==> src/lar_pkg.sv <==
// shared constants and types for the look-at rotation basis block
package lar_pkg;

    // defaults for the top-level parameters
    localparam int DEF_IN_WIDTH  = 32;
    localparam int DEF_FRAC_BITS = 30;

    // threshold register
    localparam int              THR_W     = 31;
    localparam logic [THR_W-1:0] THR_RESET = THR_W'(1);

    // result word layout
    localparam int OUT_W   = 32;
    localparam int N_ENTRY = 9;

    // normalizer internals: mantissa band [2^30, 2^31), 32-bit root, 64-bit sum
    localparam int MANT_W = 31;
    localparam int ROOT_W = 32;
    localparam int SUM_W  = 64;

    // front to back queue
    localparam int QUEUE_DEPTH = 4;

    // result flags, packed so the last field lands in bit 0
    typedef struct packed {
        logic degenerate;
        logic used_alternate_up;
    } lar_flags_t;

    localparam int FLAG_W = $bits(lar_flags_t);

endpackage

==> src/lar_front.sv <==
// front end: input register, sign/magnitude split and zero-gaze detect
module lar_front #(
    parameter int IN_WIDTH = lar_pkg::DEF_IN_WIDTH,
    parameter int S_DATA_W = ((3 * IN_WIDTH + 7) / 8) * 8
) (
    input  logic                     aclk,
    input  logic                     aresetn,
    input  logic                     s_tvalid,
    output logic                     s_tready,
    input  logic [S_DATA_W-1:0]      s_tdata,
    output logic                     f_valid,
    input  logic                     f_ready,
    output logic [2:0]               f_neg,
    output logic [2:0][IN_WIDTH-1:0] f_mag,
    output logic                     f_degen
);
    import lar_pkg::*;

    logic                     f_valid_reg;
    logic [2:0]               f_neg_reg;
    logic [2:0][IN_WIDTH-1:0] f_mag_reg;
    logic                     f_degen_reg;

    logic [2:0]               neg_next;
    logic [2:0][IN_WIDTH-1:0] mag_next;
    logic [IN_WIDTH-1:0]      comp;

    // split each component into sign and magnitude
    always_comb begin
        comp = '0;
        for (int k = 0; k < 3; k++) begin
            comp        = s_tdata[k*IN_WIDTH +: IN_WIDTH];
            neg_next[k] = comp[IN_WIDTH-1];
            mag_next[k] = comp[IN_WIDTH-1] ? (~comp + IN_WIDTH'(1)) : comp;
        end
    end

    assign s_tready = !f_valid_reg || f_ready;

    // input register, refilled when it is empty or the queue takes the held word
    always_ff @(posedge aclk) begin
        if (!aresetn) begin
            f_valid_reg <= 1'b0;
        end else if (s_tready) begin
            f_valid_reg <= s_tvalid;
        end
        if (s_tvalid && s_tready) begin
            f_neg_reg   <= neg_next;
            f_mag_reg   <= mag_next;
            f_degen_reg <= (mag_next[0] == '0) && (mag_next[1] == '0) && (mag_next[2] == '0);
        end
    end

    assign f_valid = f_valid_reg;
    assign f_neg   = f_neg_reg;
    assign f_mag   = f_mag_reg;
    assign f_degen = f_degen_reg;

endmodule

==> config.mk <==
export PLATFORM = sky130hd
export DESIGN_NAME = lar_front
export DESIGN_NICKNAME = d
export VERILOG_FILES = /design/src/lar_pkg.sv /design/src/lar_front.sv
export SDC_FILE = /design/constraint.sdc
export NUM_CORES = 1
export LEC_CHECK = 0
export BUFFER_PORTS_ARGS = -buffer_cell sky130_fd_sc_hd__buf_4
export CAP_MARGIN = 20
export CORE_ASPECT_RATIO = 1.5
export CORE_MARGIN = 3
export CORE_UTILIZATION = 50
export CTS_CLUSTER_SIZE = 28
export DETAILED_ROUTE_END_ITERATION = 16
export PLACE_DENSITY_LB_ADDON = 0.3
export SYNTH_ARGS = -nofsm -noshare
export SYNTH_HDL_FRONTEND = slang
export SYNTH_SLANG_ARGS = --single-unit
==> constraint.sdc <==
create_clock -name aclk -period 3.7 [get_ports aclk]
set_input_delay 0 -clock aclk [delete_from_list [all_inputs] [get_ports aclk]]
set_output_delay 0 -clock aclk [all_outputs]
set_load 0.03 [all_outputs]
== Yosys cells after proc, flatten, opt, wreduce, memory -nomap -nowiden ==
Cells that the tools add are included.

* $add $sub $neg: 3
* Mux-type cells: 3
* Bitwise gates (word level): 3
* Reduce and logical (&&, ||, !) cells: 8

{| class="wikitable"
|+ Operators by type and width
! kind !! number
|-
| $add 32x1->32 const B || 3
|-
| $logic_not 32->1 || 3
|-
| $mux 32 || 3
|-
| $not 32->32 || 3
|-
| $logic_and 1x1->1 || 3
|-
| $logic_not 1->1 || 1
|-
| $logic_or 1x1->1 || 1
|}

* Bits in registers: 101
* Output and inout port bits: 102

== Longest topological paths before layout ==
* Depth in word-level cells: 6
* Depth in mapped cells: 12

== Worst setup path before layout ==
OpenSTA, ideal clock, no wires.

* Path kind: register -> register
* Start: register f_valid_reg (netlist: f_valid)
* End: register f_degen_reg (netlist: f_degen) (enable)
* Library setup time: 470 ps
* Data arrival time: 3,098 ps
* Data required time: 3,230 ps
* Slack: 132 ps
* Cell stages (with the launch flop): 3
* Buffers on the path: 0
* Path through: dfxtp_1 nand2b_1 and2_1

* Longest elaborated chain between the ends: 3

{| class="wikitable"
|+ Ends and longest elaborated chain
! item !! line !! RTL
|-
| start: declaration || lar_front.sv:19 || <nowiki>logic f_valid_reg;</nowiki>
|-
| start signal: assignment || lar_front.sv:45 || <nowiki>f_valid_reg <= s_tvalid;</nowiki>
|-
| $logic_not 1->1 || lar_front.sv:38 || <nowiki>assign s_tready = !f_valid_reg || f_ready;</nowiki>
|-
| $logic_or 1x1->1 || lar_front.sv:38 ||
|-
| net s_tready || lar_front.sv:9 || <nowiki>output logic s_tready,</nowiki>
|-
| $logic_and 1x1->1 || lar_front.sv:47 || <nowiki>if (s_tvalid && s_tready) begin</nowiki>
|-
| end signal: assignment || lar_front.sv:50 || <nowiki>f_degen_reg <= (mag_next[0] == '0) && (mag_next[1] == '0) && (mag_next[2] == '0);</nowiki>
|-
| end: declaration || lar_front.sv:22 || <nowiki>logic f_degen_reg;</nowiki>
|}

The timed path passes the listed nets, and every way through them passes these cells.
A chain may end at the register's enable or synchronous reset.

== Worst setup path after layout ==
* Start: input s_tdata[70]
* End: register f_degen_reg (netlist: f_degen), data pin

* Longest elaborated chain between the ends: 5

{| class="wikitable"
|+ Ends and longest elaborated chain
! item !! line !! RTL
|-
| start: declaration || lar_front.sv:10 || <nowiki>input logic [S_DATA_W-1:0] s_tdata,</nowiki>
|-
| $not 32->32 || lar_front.sv:34 || <nowiki>mag_next[k] = comp[IN_WIDTH-1] ? (~comp + IN_WIDTH'(1)) : comp;</nowiki>
|-
| $add 32x1->32 || lar_front.sv:34 ||
|-
| $mux 32 (*) || lar_front.sv:34 ||
|-
| $logic_not 32->1 (*) || lar_front.sv:50 ||
|-
| $logic_and 1x1->1 (*) || lar_front.sv:50 ||
|}

Mark *: on every way between the ends. The rest lies on a longest branch, timed or not.

==> flow_metrics.py <==
metrics = {
    "status": {
        "outcome": "finished clean",
    },
    "die": {
        "coreArea_um2": 10600,
        "rows": 46,
        "floorplan.die_area_um2": 12300,
        "start_util": 0.514,
        "die_w_um": 91.5,
        "die_h_um": 134,
        "ios": 202,
    },
    "setup_path": {
        "reg2reg_slack_ns": 1.80,
        "critPathCaptureType": "register",
        "crit_chain": "dlygate4sd3_1, buf_4, or4_1, or4_1, o31ai_1, nand2_1, a2111o_1, nor4b_1, nand4_1, nor4_2",
        "cpMostUsedCell": "or4_1",
        "start_kind": "input port",
        "worst-r2r-cell-count": 3,
        "slowest_delay_ns": 0.75,
        "r2r_start": "f_valid",
        "worstPathRequired_ns": 3.85,
        "cp-startpoint": "s_tdata[70]",
        "worstPathArrival_ns": 3.64,
        "critPathMaxFanout": 10,
        "timing.rr.end": "f_mag[47]",
        "slowest_stage": "or4_1",
        "worstSetupEndpoint": "f_degen",
        "critical_path_class": "in -> reg",
    },
    "synthesis": {
        "synth_mux_area_frac": 0.00617,
        "netlist_instances": 440,
        "ys_seq_area_frac": 0.552,
        "synth_area_um2": 5480,
        "ys_top_cells_by_area": "edfxtp_1 (55%), xnor2_1 (14%), o31ai_1 (4.2%)",
        "synthArstFlopShare": 0,
        "synthesis.nets": 543,
        "synth_top_family_by_area": "simple AND/OR/NAND/NOR gates",
        "synth_top_area_share": 0.548,
        "synth-xor-area-share": 0.139,
        "ys_types": 43,
        "ys_warn_count": 0,
        "yosys.area.top_type": "edfxtp_1",
        "synth_enable_flop_cells": 100,
        "synth-simple-area-share": 0.153,
        "synth_seq_cells": 101,
        "syn_avg_cell_area_um2": 12.4,
        "synth_ff_type": "edfxtp_1",
        "synth_compound_area_frac": 0.117,
        "synth-adder-area-share": 0.00685,
    },
    "routing": {
        "postRouteWirelength_um": 15500,
        "viasPerCell": 5.72,
        "drt_iter0_markers": 265,
        "routedWlPerCell_um": 19.2,
        "vias": 4611,
        "ant_nets": 0,
        "wl_met2_um": 8280,
        "wl_met3_um": 1140,
        "drc": 0,
        "wl_met1_um": 5150,
        "drt_first_pass_iters": 5,
        "dr.max_layer_used": "met4",
    },
    "cts": {
        "htreeDepth": 3,
        "cts_root_buf": "clkbuf_16",
        "cts_tree": "done",
        "clk_latency_ns": 0.33,
        "clkSinkCount": 101,
        "path_clk_slew_ns": 0.06,
        "cts_made_buffers": 9,
        "clockBufferDepth": 2,
    },
    "grt": {
        "grt_first_pass_wirelength_um": 24100,
        "antenna_found_initial": 0,
        "overflow": 0,
        "grt_pass1_vias": 4813,
        "grt_max_degree": 67,
        "grt_util_all_layers": 0.254,
    },
    "timing": {
        "finalCritPeriodShare": 0.944,
        "fmax_mhz": 286,
        "slew_viol_final": 0,
        "slew_headroom": 0.427,
        "setup_tns_ns": 0,
        "setup_violations": 0,
        "rsz0062_at_grt": "false",
        "hold_viol": 0,
        "tightest_slew_ns": 0.860,
        "layout_min_cycle_time_ns": 3.49,
        "finalClockSkew_ns": 0.00628,
    },
    "layout": {
        "diodes": 0,
        "syn_to_final_growth_pct": 40.6,
        "largest_reg_flops": 96,
        "final_area_um2": 7700,
        "drive_gt1_frac": 0.375,
        "layout_common_cells": "buf_4 (203), edfxtp_1 (100), xnor2_1 (87), o31ai_1 (31), dlygate4sd3_1 (27)",
        "layout_commonest_cell": "buf_4",
        "num-nets-final": 760,
        "final_core_util": 0.723,
    },
    "place": {
        "dpl-instance-area_um2": 7070,
        "numPortBuffers": 201,
        "gp_congestion": 0.956,
        "hpwlAfterDp_um": 12000,
    },
    "run": {
        "cap_violations": 0,
    },
    "pwr": {
        "p_leak_nw": 2.80,
        "power.total_w": 0.00321,
        "irDropWorstVdd_mv": 0.318,
        "pwr_density_cell_nw_per_um2": 416,
    },
    "worst_hold_path": {
        "hold_class": "in -> reg",
    },
}
-- where the power goes --
part | internal (W) | switching, W | total [W]
Sequential | 0.00138 | 0.0000287 | 0.00141
Clock | 0.000680 | 0.000388 | 0.00107
Combinational | 0.000296 | 0.000435 | 0.000731
-- cell type report --
cell class                      count  area, µm²
Clock buffer                       12        246
Fill cell                         755       2950
Clock inverter                      4       97.6
Timing Repair Buffer              230       1790
Multi-Input combinational cell    307       2330
Inverter                            8       30.0
Sequential cell                   101       3020
Tap cell                          144        180
-- worst max-delay path, delay by kind of cell --
family / cells / cell delay (ns)
and+or+nand+nor: 6 / 2.26
AOI/OAI and AO/OA: 2 / 0.69
buffers and inverters: 2 / 0.69
-- what timing repair did --
| action | in CTS | in global routing |
|---|---|---|
| endpoints found under the setup margin | 0 | 1 |
| resized for setup | 0 | 2 |
| setup buffers | 0 | 0 |
| hold buffers | 27 | 0 |
| endpoints found under the hold margin | 26 | 0 |
-- cells by family (layout without fill, tap and decap cells) --
logic type,after synthesis,count (layout)
buf+inv,32,254
fa+ha+maj,3,3
flops,101,101
simple gates,131,131
mux,3,3
xor+xnor,87,87
compound gates,83,83
-- Yosys cell counts (4+ instances only) --
| cell | number |
|---|---|
| edfxtp_1 | 100 |
| xnor2_1 | 87 |
| o31ai_1 | 31 |
| o21ai_0 | 23 |
| or3_1 | 22 |
| or4_1 | 20 |
| nand2_1 | 19 |
| o41ai_1 | 17 |
| clkbuf_1 | 16 |
| nor4_1 | 14 |
| nor2_1 | 10 |
| or2_2 | 10 |
| inv_1 | 8 |
| nand2b_1 | 6 |
| nor3_1 | 5 |
| or4_4 | 4 |
-- routing by layer --
metal,up-vias,track usage
li1,2150,-
met1,2169,0.268
met2,241,0.453
met3,51,0.0572
met4,0,0.153
met5,-,0
-- per-stage QoR --
stage	setup slack (ns)	hold WS, ns	instances
after floorplan	0.132	0.0989	440
after global placement	0.401	0.198	763
after detailed placement	0.267	0.205	763
after CTS	0.0411	0.00111	806
after global routing	0.00761	0.00583	806
final	0.206	0.0110	806
-- how the worst min path moves through the flow --
stage                      to        start  slack [ns]  depth (start not counted)
finish              f_mag[42]  s_tdata[42]        0.01                          2
global route        f_mag[76]  s_tdata[76]       0.006                          2
CTS                 f_mag[56]  s_tdata[56]       0.001                          2
detailed placement   f_mag[0]   s_tdata[0]        0.20                          1
global placement     f_mag[0]   s_tdata[0]        0.20                          1
floorplan            f_mag[0]   s_tdata[0]         0.1                          0
Power figures use the tool's default switching activity.
