## src/lar_pkg.sv

```systemverilog
// shared constants and types for the look-at rotation basis block
package lar_pkg;

    // defaults for the top-level parameters
    localparam int DEF_IN_WIDTH  = 32;
    localparam int DEF_FRAC_BITS = 30;

    // threshold register
    localparam int              THR_W     = 31;
    localparam logic [THR_W-1:0] THR_RESET = THR_W'(1);

    // result word layout
    localparam int OUT_W   = 32;
    localparam int N_ENTRY = 9;

    // normalizer internals: mantissa band [2^30, 2^31), 32-bit root, 64-bit sum
    localparam int MANT_W = 31;
    localparam int ROOT_W = 32;
    localparam int SUM_W  = 64;

    // front to back queue
    localparam int QUEUE_DEPTH = 4;

    // result flags, packed so the last field lands in bit 0
    typedef struct packed {
        logic degenerate;
        logic used_alternate_up;
    } lar_flags_t;

    localparam int FLAG_W = $bits(lar_flags_t);

endpackage

```

## src/lar_queue.sv

```systemverilog
// short word queue between front and back
module lar_queue #(
    parameter int DATA_W = 8,
    parameter int DEPTH  = lar_pkg::QUEUE_DEPTH
) (
    input  logic              aclk,
    input  logic              aresetn,
    input  logic              in_valid,
    output logic              in_ready,
    input  logic [DATA_W-1:0] in_data,
    output logic              out_valid,
    input  logic              out_pop,
    output logic [DATA_W-1:0] out_data
);
    import lar_pkg::*;

    localparam int PTR_W = $clog2(DEPTH);
    localparam int CNT_W = $clog2(DEPTH + 1);

    logic [DATA_W-1:0] mem [DEPTH];
    logic [PTR_W-1:0]  wr_ptr_reg, wr_ptr_next;
    logic [PTR_W-1:0]  rd_ptr_reg, rd_ptr_next;
    logic [CNT_W-1:0]  count_reg, count_next;
    logic              push, pop;

    assign in_ready  = count_reg != CNT_W'(DEPTH);
    assign out_valid = count_reg != '0;
    assign push      = in_valid && in_ready;
    assign pop       = out_pop && out_valid;
    assign out_data  = mem[rd_ptr_reg];

    // pointer wrap and fill count
    always_comb begin
        wr_ptr_next = wr_ptr_reg;
        rd_ptr_next = rd_ptr_reg;
        count_next  = count_reg;
        if (push) begin
            wr_ptr_next = (wr_ptr_reg == PTR_W'(DEPTH - 1)) ? '0 : wr_ptr_reg + PTR_W'(1);
        end
        if (pop) begin
            rd_ptr_next = (rd_ptr_reg == PTR_W'(DEPTH - 1)) ? '0 : rd_ptr_reg + PTR_W'(1);
        end
        if (push && !pop) begin
            count_next = count_reg + CNT_W'(1);
        end else if (pop && !push) begin
            count_next = count_reg - CNT_W'(1);
        end
    end

    always_ff @(posedge aclk) begin
        if (!aresetn) begin
            wr_ptr_reg <= '0;
            rd_ptr_reg <= '0;
            count_reg  <= '0;
        end else begin
            wr_ptr_reg <= wr_ptr_next;
            rd_ptr_reg <= rd_ptr_next;
            count_reg  <= count_next;
        end
        if (push) begin
            mem[wr_ptr_reg] <= in_data;
        end
    end

endmodule

```

## config.mk

```make
export PLATFORM = sky130hd
export DESIGN_NAME = lar_queue
export DESIGN_NICKNAME = d
export VERILOG_FILES = /design/src/lar_pkg.sv /design/src/lar_queue.sv
export SDC_FILE = /design/constraint.sdc
export NUM_CORES = 1
export LEC_CHECK = 0
export BUFFER_PORTS_ARGS = -buffer_cell sky130_fd_sc_hd__buf_2
export CORE_MARGIN = 2
export CORE_UTILIZATION = 30
export CTS_CLUSTER_DIAMETER = 30
export DETAILED_ROUTE_END_ITERATION = 16
export PLACE_DENSITY = 0.48
export SYNTH_ARGS = -nofsm -noshare
export SYNTH_HDL_FRONTEND = slang
export SYNTH_SLANG_ARGS = --single-unit
```

## constraint.sdc

```tcl
create_clock -name aclk -period 4.58 [get_ports aclk]
set_clock_uncertainty 0.2 [all_clocks]
set_input_delay 0 -clock aclk [delete_from_list [all_inputs] [get_ports aclk]]
set_output_delay 0 -clock aclk [all_outputs]
set_load 0.05 [all_outputs]
```

Word-level counts from Yosys, hierarchy flattened:

Memories as Yosys holds them, arrays and structs flattened. A register that Yosys moved wholly into a read port is not among the register bits.
Index checks and enable logic that the tools add are counted.

* add/subtract/negate cells: 4
* equal/unequal tests: 3
* mux-type cells: 8
* reductions and logical operators: 8

Operators by type and width (count)
* 2-to-1 mux 2 bit: 4
* 2-to-1 mux 3 bit: 2
* adder 2 x 1 -> 2 bit (second input constant): 2
* equality test 2 bit (second input constant): 2
* logical AND 1 bit: 4
* adder 3 x 1 -> 3 bit (second input constant): 1
* inequality test 3 bit (second input constant): 1
* nonzero test 3 bit: 1
* subtractor 3 x 1 -> 3 bit (second input constant): 1
* logical NOT 1 bit: 2
* 2-to-1 mux 1 bit: 2
* nonzero test 2 bit: 1

* flip-flop bits (word level): 7
* bits in writable memories: 32
* bits of input ports: 12
* output and inout bits: 10
* logic and storage cells: 27
* memories kept: 1

Memory list
* mem: depth 4, width 8, rd ports 1, clocked after memory_dff 1, write ports 1, line lar_queue.sv:20 `logic [DATA_W-1:0] mem [DEPTH];`

Depth between registers and ports, before layout:

Gate-level depths: netlist (run 1).

* word-level depth: 6
* gate-level depth with buffers: 9
* gate-level depth less buffers: 8

Worst setup path after synthesis (run 1):

Ideal clock, no wire load.

* path type: register to register
* start: register count_reg[0]
* end: register count_reg[2]
* data arrival time: 2.299 ns
* slack: 2.005 ns
* cell stages (with the launch flop): 10
* buffers on the path: 1
* period minus slack after synthesis: 2.575 ns
* path through: dfxtp_1 > or3b_1 > clkbuf_2 > and2_4 > ha_1 > inv_1 > fa_1 > xor2_1 > or3_2 > a21boi_0

* word-level cells in the longest chain between the ends: 5
* elaborated cells on any way between the ends: 13
* those cells by class: 2 x add/sub; 1 x eq/ne; 2 x mux; 8 x reduce/logical

Ends and longest elaborated chain
* start, declared: line lar_queue.sv:23 `logic [CNT_W-1:0] count_reg, count_next;`
* start signal, assigned: line lar_queue.sv:58 `count_reg <= count_next;`
* inequality test 3 bit (*): line lar_queue.sv:26 `assign in_ready = count_reg != CNT_W'(DEPTH);`
* via in_ready: line lar_queue.sv:9 `output logic in_ready,`
* logical AND 1 bit (*): line lar_queue.sv:28 `assign push = in_valid && in_ready;`
* via push: line lar_queue.sv:24 `logic push, pop;`
* logical NOT 1 bit: line lar_queue.sv:45 `end else if (pop && !push) begin`
* logical AND 1 bit: line lar_queue.sv:45
* nonzero test 2 bit (no source line)

Mark *: on every way through the listed nets, which the timed path passes. The rest lies on a longest branch. The select of a mux whose other input is x is not followed.
A chain may end at the register's enable or synchronous reset.

Worst setup path in the final report (run 1):

* start: register count_reg[0]
* end: register count_reg[2]

* word-level cells in the longest chain between the ends: 5
* elaborated cells on any way between the ends: 13
* those cells by class: 2 x add/sub; 1 x eq/ne; 2 x mux; 8 x reduce/logical

Ends and longest elaborated chain
* parallel branches: the longest is 5 deep, another holds subtractor 3 x 1 -> 3 bit

Parallel ways; which one is timed is not known. The select of a mux whose other input is x is not followed.

==> results by group, run 1 <==
Finish
  • Number of antenna diodes: 0
  • Fin cells: 200
  • Finished Cell Area: 2040 um2
  • Synthesis-to-layout area growth: 25.0%
  • Max reg flops: 32
  • Final #Nets: 149
  • Fraction of layout cells with a size suffix above 1: 0.331
  • Final core area utilization: 0.395

Synthesis
  • Yosys top cell by area: edfxtp_1
  • Unique cell type count in the Yosys netlist: 26
  • Total standard cell area after synthesis: 1640 um2
  • Warning count from the yosys run: 0
  • Sequential fraction of the synthesis area: 0.698
  • Synth Area per Inst: 17.6 um2
  • Synthesized netlist net count: 112
  • Top area cells in the synthesized netlist: edfxtp_1 (59%), dfxtp_1 (11%), mux4_2 (11%)
  • Total of flip-flops plus latches after synthesis: 41
  • Area share of the largest cell type after synthesis: 0.588
  • Post-Synthesis Cells: 93

Global route
  • Vias in the first global route: 898
  • Sum of overflow across all layers after global routing: 0
  • Antenna violations before repair: 0
  • Global-route wire length before repair: 4.55 mm
  • Maximum number of pins on one net before global-route repair: 13
  • GRT Overall Usage: 0.103

Clock network
  • Clock tree from TritonCTS: done
  • Deepest level of the CTS H-tree: 2
  • Latest clock arrival within the worst-skew pair: 280 ps
  • Number of sinks driven by the clock tree: 41
  • Buffers from clock root to sink, at most: 2
  • Root Buffer: clkbuf_8
  • Number of buffers inserted during clock tree synthesis: 5
  • Worst-path clk slew: 70 ps
  • Post-cts gate resize count: 0

Setup path
  • Data required, critical path: 4590 ps
  • Critical-path top delay cell: o31ai_1
  • Critical path type: flip-flop to flip-flop
  • Data arrival at the endpoint of the critical path: 2630 ps
  • Cell class contributing the biggest share of worst-path delay: compound AO/OA/AOI/OAI gates
  • Kind of end point of the critical path: flip-flop
  • List of cells traversed by the critical path: o31ai_1 -> ha_1 -> inv_1 -> fa_1 -> xor2_1 -> or3_2 -> a21boi_0
  • Critical path's largest stage delay: 530 ps
  • Buffers and inverters on the worst path: 1
  • Critical-path maximum fanout: 5
  • Startpoint types: flip-flop

Die
  • Starting Density: 0.316
  • Row count: 26
  • Io pins: 22
  • Die Y-Extent: 77.8 um
  • Width of the die: 77.8 um
  • Die area: 6060 um2
  • Placeable Area: 5170 um2

Placement
  • Quantity of I/O buffers inserted on ports: 21
  • Number of cells in the design after placement: 180
  • Placer congestion estimate: 0.723
  • Total cell area at the placement stage: 1810 um2
  • DP HPWL: 1.89 mm

STA
  • RSZ-0062 raised after global routing: false
  • Fmax achieved: 382 MHz
  • Final Hold Violating Endpoints: 0
  • Accumulated negative setup slack: 0 ps
  • Setup Viol. Count Final: 0
  • Share of the cycle needed by the critical path after routing: 0.572
  • Count of pins over their slew limit: 0
  • Min Tclk post-route: 2620 ps
  • Slew at the pin closest to its max-slew limit: 578 ps
  • Slew Limit Headroom: 0.614

Run status
  • Outcome: finished, final reports clean

Routing
  • Total iterations of the first detailed-routing run: 4
  • Total DRC errors in the routed layout: 0
  • Average via count per standard cell: 4.43
  • Final routed wirelength across all metal layers: 2.87 mm
  • Vias after detailed routing: 886
  • Post-DRT Antenna Nets: 0
  • Iteration-0 DRC count of the detailed router: 57
  • Wire length per cell after detailed routing: 14.3 um

Power and ir drop
  • Total leakage power: 0.743 nW
  • Design Power: 0.00118 W
  • Max VDD drop: 366 uV
  • Pwr Density: 579 nW/um2

Run
  • # Max-Cap Violations: 0

Worst hold path
  • Class of the most critical hold timing path: input port to flip-flop
path summary, 6_finish.rpt:
check	start	to	slack, ps	cells after the start
worst min register to register	wr_ptr_reg[1]$_SDFFE_PN0P_	wr_ptr_reg[1]$_SDFFE_PN0P_	300	2
worst max-delay path	count_reg[0]$_SDFFE_PN0P_	count_reg[2]$_SDFFE_PN0P_	1960	7
worst max register to register	count_reg[0]$_SDFFE_PN0P_	count_reg[2]$_SDFFE_PN0P_	1960	7
worst min-delay path	in_data[0]	mem[1][0]$_DFFE_PP_	270	2
stage by stage:
stage / hold slack (ps) / worst slack [ps]
after floorplan: -101 / 2010
after global placement: 13.6 / 2090
after detailed placement: 21.0 / 1980
after CTS: 262 / 1950
after global routing: 261 / 1810
final: 269 / 1960
power by group:
group	switching, W	internal, W
Combinational	0.000251	0.000151
Clock	0.000115	0.000158
Sequential	0.0000486	0.000458
cell type report:
class                   count  area (um2)
clock inverters             2        35.0
multi-input cells          45         465
well taps                  70        87.6
inverters                   3        11.3
flip-flops and latches     41        1140
fillers                   488        3130
repair buffers             34         235
clock buffers               5        68.8
timing repair:
item | in CTS | in global routing
hold buffers | 13 | 0
hold endpoints to repair | 41 | 0
setup buffers | 0 | 0
cells in the mapped netlist, drive strengths merged:
library cell and number:
a21boi 1, and2 2, and3 4, buf 2, clkbuf 2, dfxtp 9
edfxtp 32, fa 1, ha 6, inv 3, mux2i 2, mux4 8
nand2 5, nand3 2, nand4 1, nor2 2, nor2b 1, o21ai 4
o31ai 1, or3 2, or3b 1, xnor2 1, xor2 1
cells in the final DEF (no fill, tap or decap):
| master | netlist | layout |
|---|---|---|
| nor2_1 | 2 | 2 |
| xor2_1 | 1 | 1 |
| o21ai_0 | 4 | 4 |
| or3_2 | 2 | 2 |
| a21boi_0 | 1 | 1 |
| edfxtp_1 | 32 | 32 |
| and3_2 | 4 | 4 |
| dlygate4sd3_1 | 0 | 13 |
| nand2_1 | 5 | 5 |
| dfxtp_1 | 9 | 9 |
| o31ai_1 | 1 | 1 |
| clkbuf_8 | 0 | 5 |
| fa_1 | 1 | 1 |
| nand3_1 | 2 | 2 |
| ha_1 | 6 | 6 |
| mux2i_1 | 2 | 2 |
| bufinv_16 | 0 | 1 |
| or3b_1 | 1 | 1 |
| nand4_1 | 1 | 1 |
| buf_2 | 1 | 21 |
| and2_4 | 1 | 1 |
| mux4_2 | 8 | 8 |
| xnor2_1 | 1 | 1 |
| nor2b_1 | 1 | 1 |
| inv_1 | 3 | 3 |
| clkinv_2 | 0 | 1 |
| and2_1 | 1 | 1 |
kinds of logic after synthesis:
family	after synthesis	share of synthesized area
AO/OA/AOI/OAI	6	0.0214
flip-flops	41	0.698
buffers and inverters	7	0.0176
adder cells (fa/ha/maj)	7	0.0581
XOR/XNOR	2	0.0107
AND/OR/NAND/NOR	20	0.0719
multiplexers	10	0.122
layer usage:
| layer | global-route usage | share of wire |
|---|---|---|
| met5 | 0 | 0 |
| met4 | 0.0482 | 0.017 |
| met3 | 0.0360 | 0.038 |
| met2 | 0.169 | 0.49 |
| met1 | 0.121 | 0.45 |
Note: power is estimated with default switching activity, not from simulation.
==> run 2: changes to the inputs <==
--- a/config.mk
+++ b/config.mk
@@ -10,7 +10,7 @@
 export CORE_UTILIZATION = 30
 export CTS_CLUSTER_DIAMETER = 30
 export DETAILED_ROUTE_END_ITERATION = 16
-export PLACE_DENSITY = 0.48
+export PLACE_DENSITY = 0.5
 export SYNTH_ARGS = -nofsm -noshare
 export SYNTH_HDL_FRONTEND = slang
 export SYNTH_SLANG_ARGS = --single-unit
==> constraint.sdc (replaced) <==
create_clock -name aclk -period 2.1 [get_ports aclk]
set_clock_uncertainty 0.2 [all_clocks]
set_input_delay 0 -clock aclk [delete_from_list [all_inputs] [get_ports aclk]]
set_output_delay 0 -clock aclk [all_outputs]
set_load 0.05 [all_outputs]
==> results by group, run 2 (synthesis results as in run 1) <==
Finish
  • Synthesis-to-layout area growth: 35.8% (was 25.0%)
  • Final #Nets: 164 (was 149)
  • Leading cell types in the layout, fill and taps excluded: edfxtp_1 (32), buf_2 (21), dlygate4sd3_1 (18) (was edfxtp_1 (32), buf_2 (21), dlygate4sd3_1 (13))
  • Fraction of layout cells with a size suffix above 1: 0.425 (was 0.331)
  • Number of antenna diodes: 0 (unchanged)
  • Fin cells: 216 (was 200)
  • Most common cell after layout, fill and taps aside: edfxtp_1 (unchanged)
  • Max reg flops: 32 (unchanged)

Die
  • Starting Density: 0.316 (unchanged)
  • Placeable Area: 5170 um2 (unchanged)
  • Io pins: 22 (unchanged)
  • Die Y-Extent: 77.8 um (unchanged)
  • Die area: 6060 um2 (unchanged)
  • Row count: 26 (unchanged)
  • Width of the die: 77.8 um (unchanged)

Routing
  • Final routed wirelength across all metal layers: 2.93 mm (was 2.87 mm)
  • Wire length per cell after detailed routing: 13.5 um (was 14.3 um)
  • Iteration-0 DRC count of the detailed router: 59 (was 57)
  • Total iterations of the first detailed-routing run: 4 (unchanged)
  • Vias after detailed routing: 958 (was 886)
  • Post-DRT Antenna Nets: 0 (unchanged)
  • Total DRC errors in the routed layout: 0 (unchanged)
  • Average via count per standard cell: 4.44 (was 4.43)

Clock network
  • Buffers from clock root to sink, at most: 2 (unchanged)
  • Latest clock arrival within the worst-skew pair: 280 ps (about the same)
  • Clock tree from TritonCTS: done (unchanged)
  • Worst-path clk slew: 70 ps (about the same)
  • Deepest level of the CTS H-tree: 2 (unchanged)
  • Root Buffer: clkbuf_8 (unchanged)
  • Number of sinks driven by the clock tree: 41 (unchanged)
  • Number of buffers inserted during clock tree synthesis: 5 (unchanged)

STA
  • Count of pins over their slew limit: 0 (unchanged)
  • Accumulated negative setup slack: -12.5 ps (was 0 ps)
  • Min Tclk post-route: 2110 ps (was 2620 ps)
  • Share of the cycle needed by the critical path after routing: 1.01 (was 0.572)
  • RSZ-0062 raised after global routing: true (was false)
  • Slew Limit Headroom: 0.712 (was 0.614)
  • Worst hold slack: 48.4 ps (was 269 ps)
  • Final Hold Violating Endpoints: 0 (unchanged)
  • Slew at the pin closest to its max-slew limit: 431 ps (was 578 ps)
  • Fin worst setup slack: -12.5 ps (was 1960 ps)
  • Setup Viol. Count Final: 1 (was 0)
  • Fmax achieved: 473 MHz (was 382 MHz)

Power and ir drop
  • Pwr Density: 1280 nW/um2 (was 579 nW/um2)
  • Design Power: 0.00284 W (was 0.00118 W)
  • Total leakage power: 0.809 nW (was 0.743 nW)
  • Max VDD drop: 788 uV (was 366 uV)

Global route
  • Maximum number of pins on one net before global-route repair: 14 (was 13)
  • Vias in the first global route: 1027 (was 898)
  • GRT Overall Usage: 0.107 (was 0.103)
  • Sum of overflow across all layers after global routing: 0 (unchanged)
  • Antenna violations before repair: 0 (unchanged)
  • Global-route wire length before repair: 4.89 mm (was 4.55 mm)

Setup path
  • Critical-path top delay cell: dfxtp_4 (was o31ai_1)
  • List of cells traversed by the critical path: or3b_4 -> and2_4 -> ha_4 -> inv_2 -> fa_2 -> xor2_1 -> or3_4 -> a21boi_2 (was o31ai_1 -> ha_1 -> inv_1 -> fa_1 -> xor2_1 -> or3_2 -> a21boi_0)
  • Data required, critical path: 2110 ps (was 4590 ps)
  • Startpoint types: flip-flop (unchanged)
  • Critical path type: flip-flop to flip-flop (unchanged)
  • R2r startpoint: count_reg[2]$_SDFFE_PN0P_ (was count_reg[0]$_SDFFE_PN0P_)
  • Kind of end point of the critical path: flip-flop (unchanged)
  • Register-to-register path setup slack: -10 ps (was 1960 ps)
  • Data arrival at the endpoint of the critical path: 2130 ps (was 2630 ps)
  • CP Launch Point: count_reg[2]$_SDFFE_PN0P_ (was count_reg[0]$_SDFFE_PN0P_)
  • Critical path's largest stage delay: 360 ps (was 530 ps)
  • Critical-path maximum fanout: 3 (was 5)

Placement
  • Quantity of I/O buffers inserted on ports: 21 (unchanged)
  • Placer congestion estimate: 0.676 (was 0.723)
  • DP HPWL: 1.88 mm (was 1.89 mm)
  • Setup Slack @ Placement: -61.5 ps (was 1980 ps)
  • Number of cells in the design after placement: 185 (was 180)

Run
  • # Max-Cap Violations: 0 (unchanged)

Run status
  • Violations in the final reports: setup timing
  • Outcome: finished, violations left (was finished, final reports clean)

Worst hold path
  • Class of the most critical hold timing path: input port to flip-flop (unchanged)
  • Startpoint of the worst hold path: in_valid (was in_data[0])
==> run 2: cell types whose count changed in the layout (fill, tap and decap cells not counted), sizes merged <==
cell,change
buf,+10
dlygate4sd3,+5
clkbuf,+1
==> run 2: timing repair <==
action | in CTS | in global routing
pin swaps | 4 | 1
endpoints found under the hold margin | 41 | 0
setup buffers | 3 | 2
gates resized for setup | 2 | 2
setup endpoints to repair | 2 | 3
hold buffers | 18 | 0
==> run 2: through the flow <==
stage	cell area (um2)	util
after floorplan	1670	-
after CTS	2200	0.425
after detailed placement	1880	0.363
final	2220	0.429
after global placement	1880	0.363
after global routing	2220	0.429
==> run 2: path summary, 6_finish.rpt <==
path	end	cells past startpoint
max	count_reg[2]$_SDFFE_PN0P_	8
min	wr_ptr_reg[0]$_SDFFE_PN0P_	4
max reg2reg	count_reg[2]$_SDFFE_PN0P_	8
min reg2reg	wr_ptr_reg[0]$_SDFFE_PN0P_	2
==> run 2: cell type report <==
type | instances | area, um2
clock buffer | 6 | 72.6
clock inverter | 2 | 35.0
fill | 468 | 2950
inverter | 3 | 11.3
multi-input combinational | 45 | 504
sequential | 41 | 1150
tap | 70 | 87.6
timing repair buffer | 49 | 360
==> run 2: layer usage <==
layer / vias to the layer above / track usage / share of wire
li1: 458 / - / -
met1: 472 / 0.122 / 0.42
met2: 21 / 0.184 / 0.51
met3: 7 / 0.0291 / 0.041
met4: 0 / 0.0536 / 0.019
met5: - / 0 / 0
==> run 2: report_power, final <==
group	total [W]	leakage (nW)	internal [W]	switching, W
sequential	0.00111	0.369	0.00101	0.0000925
clock	0.000608	0.0552	0.000353	0.000255
combinational	0.00112	0.385	0.000493	0.000630
==> run 2: critical path, delay by kind of cell (launching register included) <==
family                     cells  cell delay [ps]
and+or+nand+nor                3              710
xor gates and xnor gates       1              160
adders and majority gates      2              460
DFF                            1              360
buffers and inverters          1               30
AOI/OAI and AO/OA              1              120
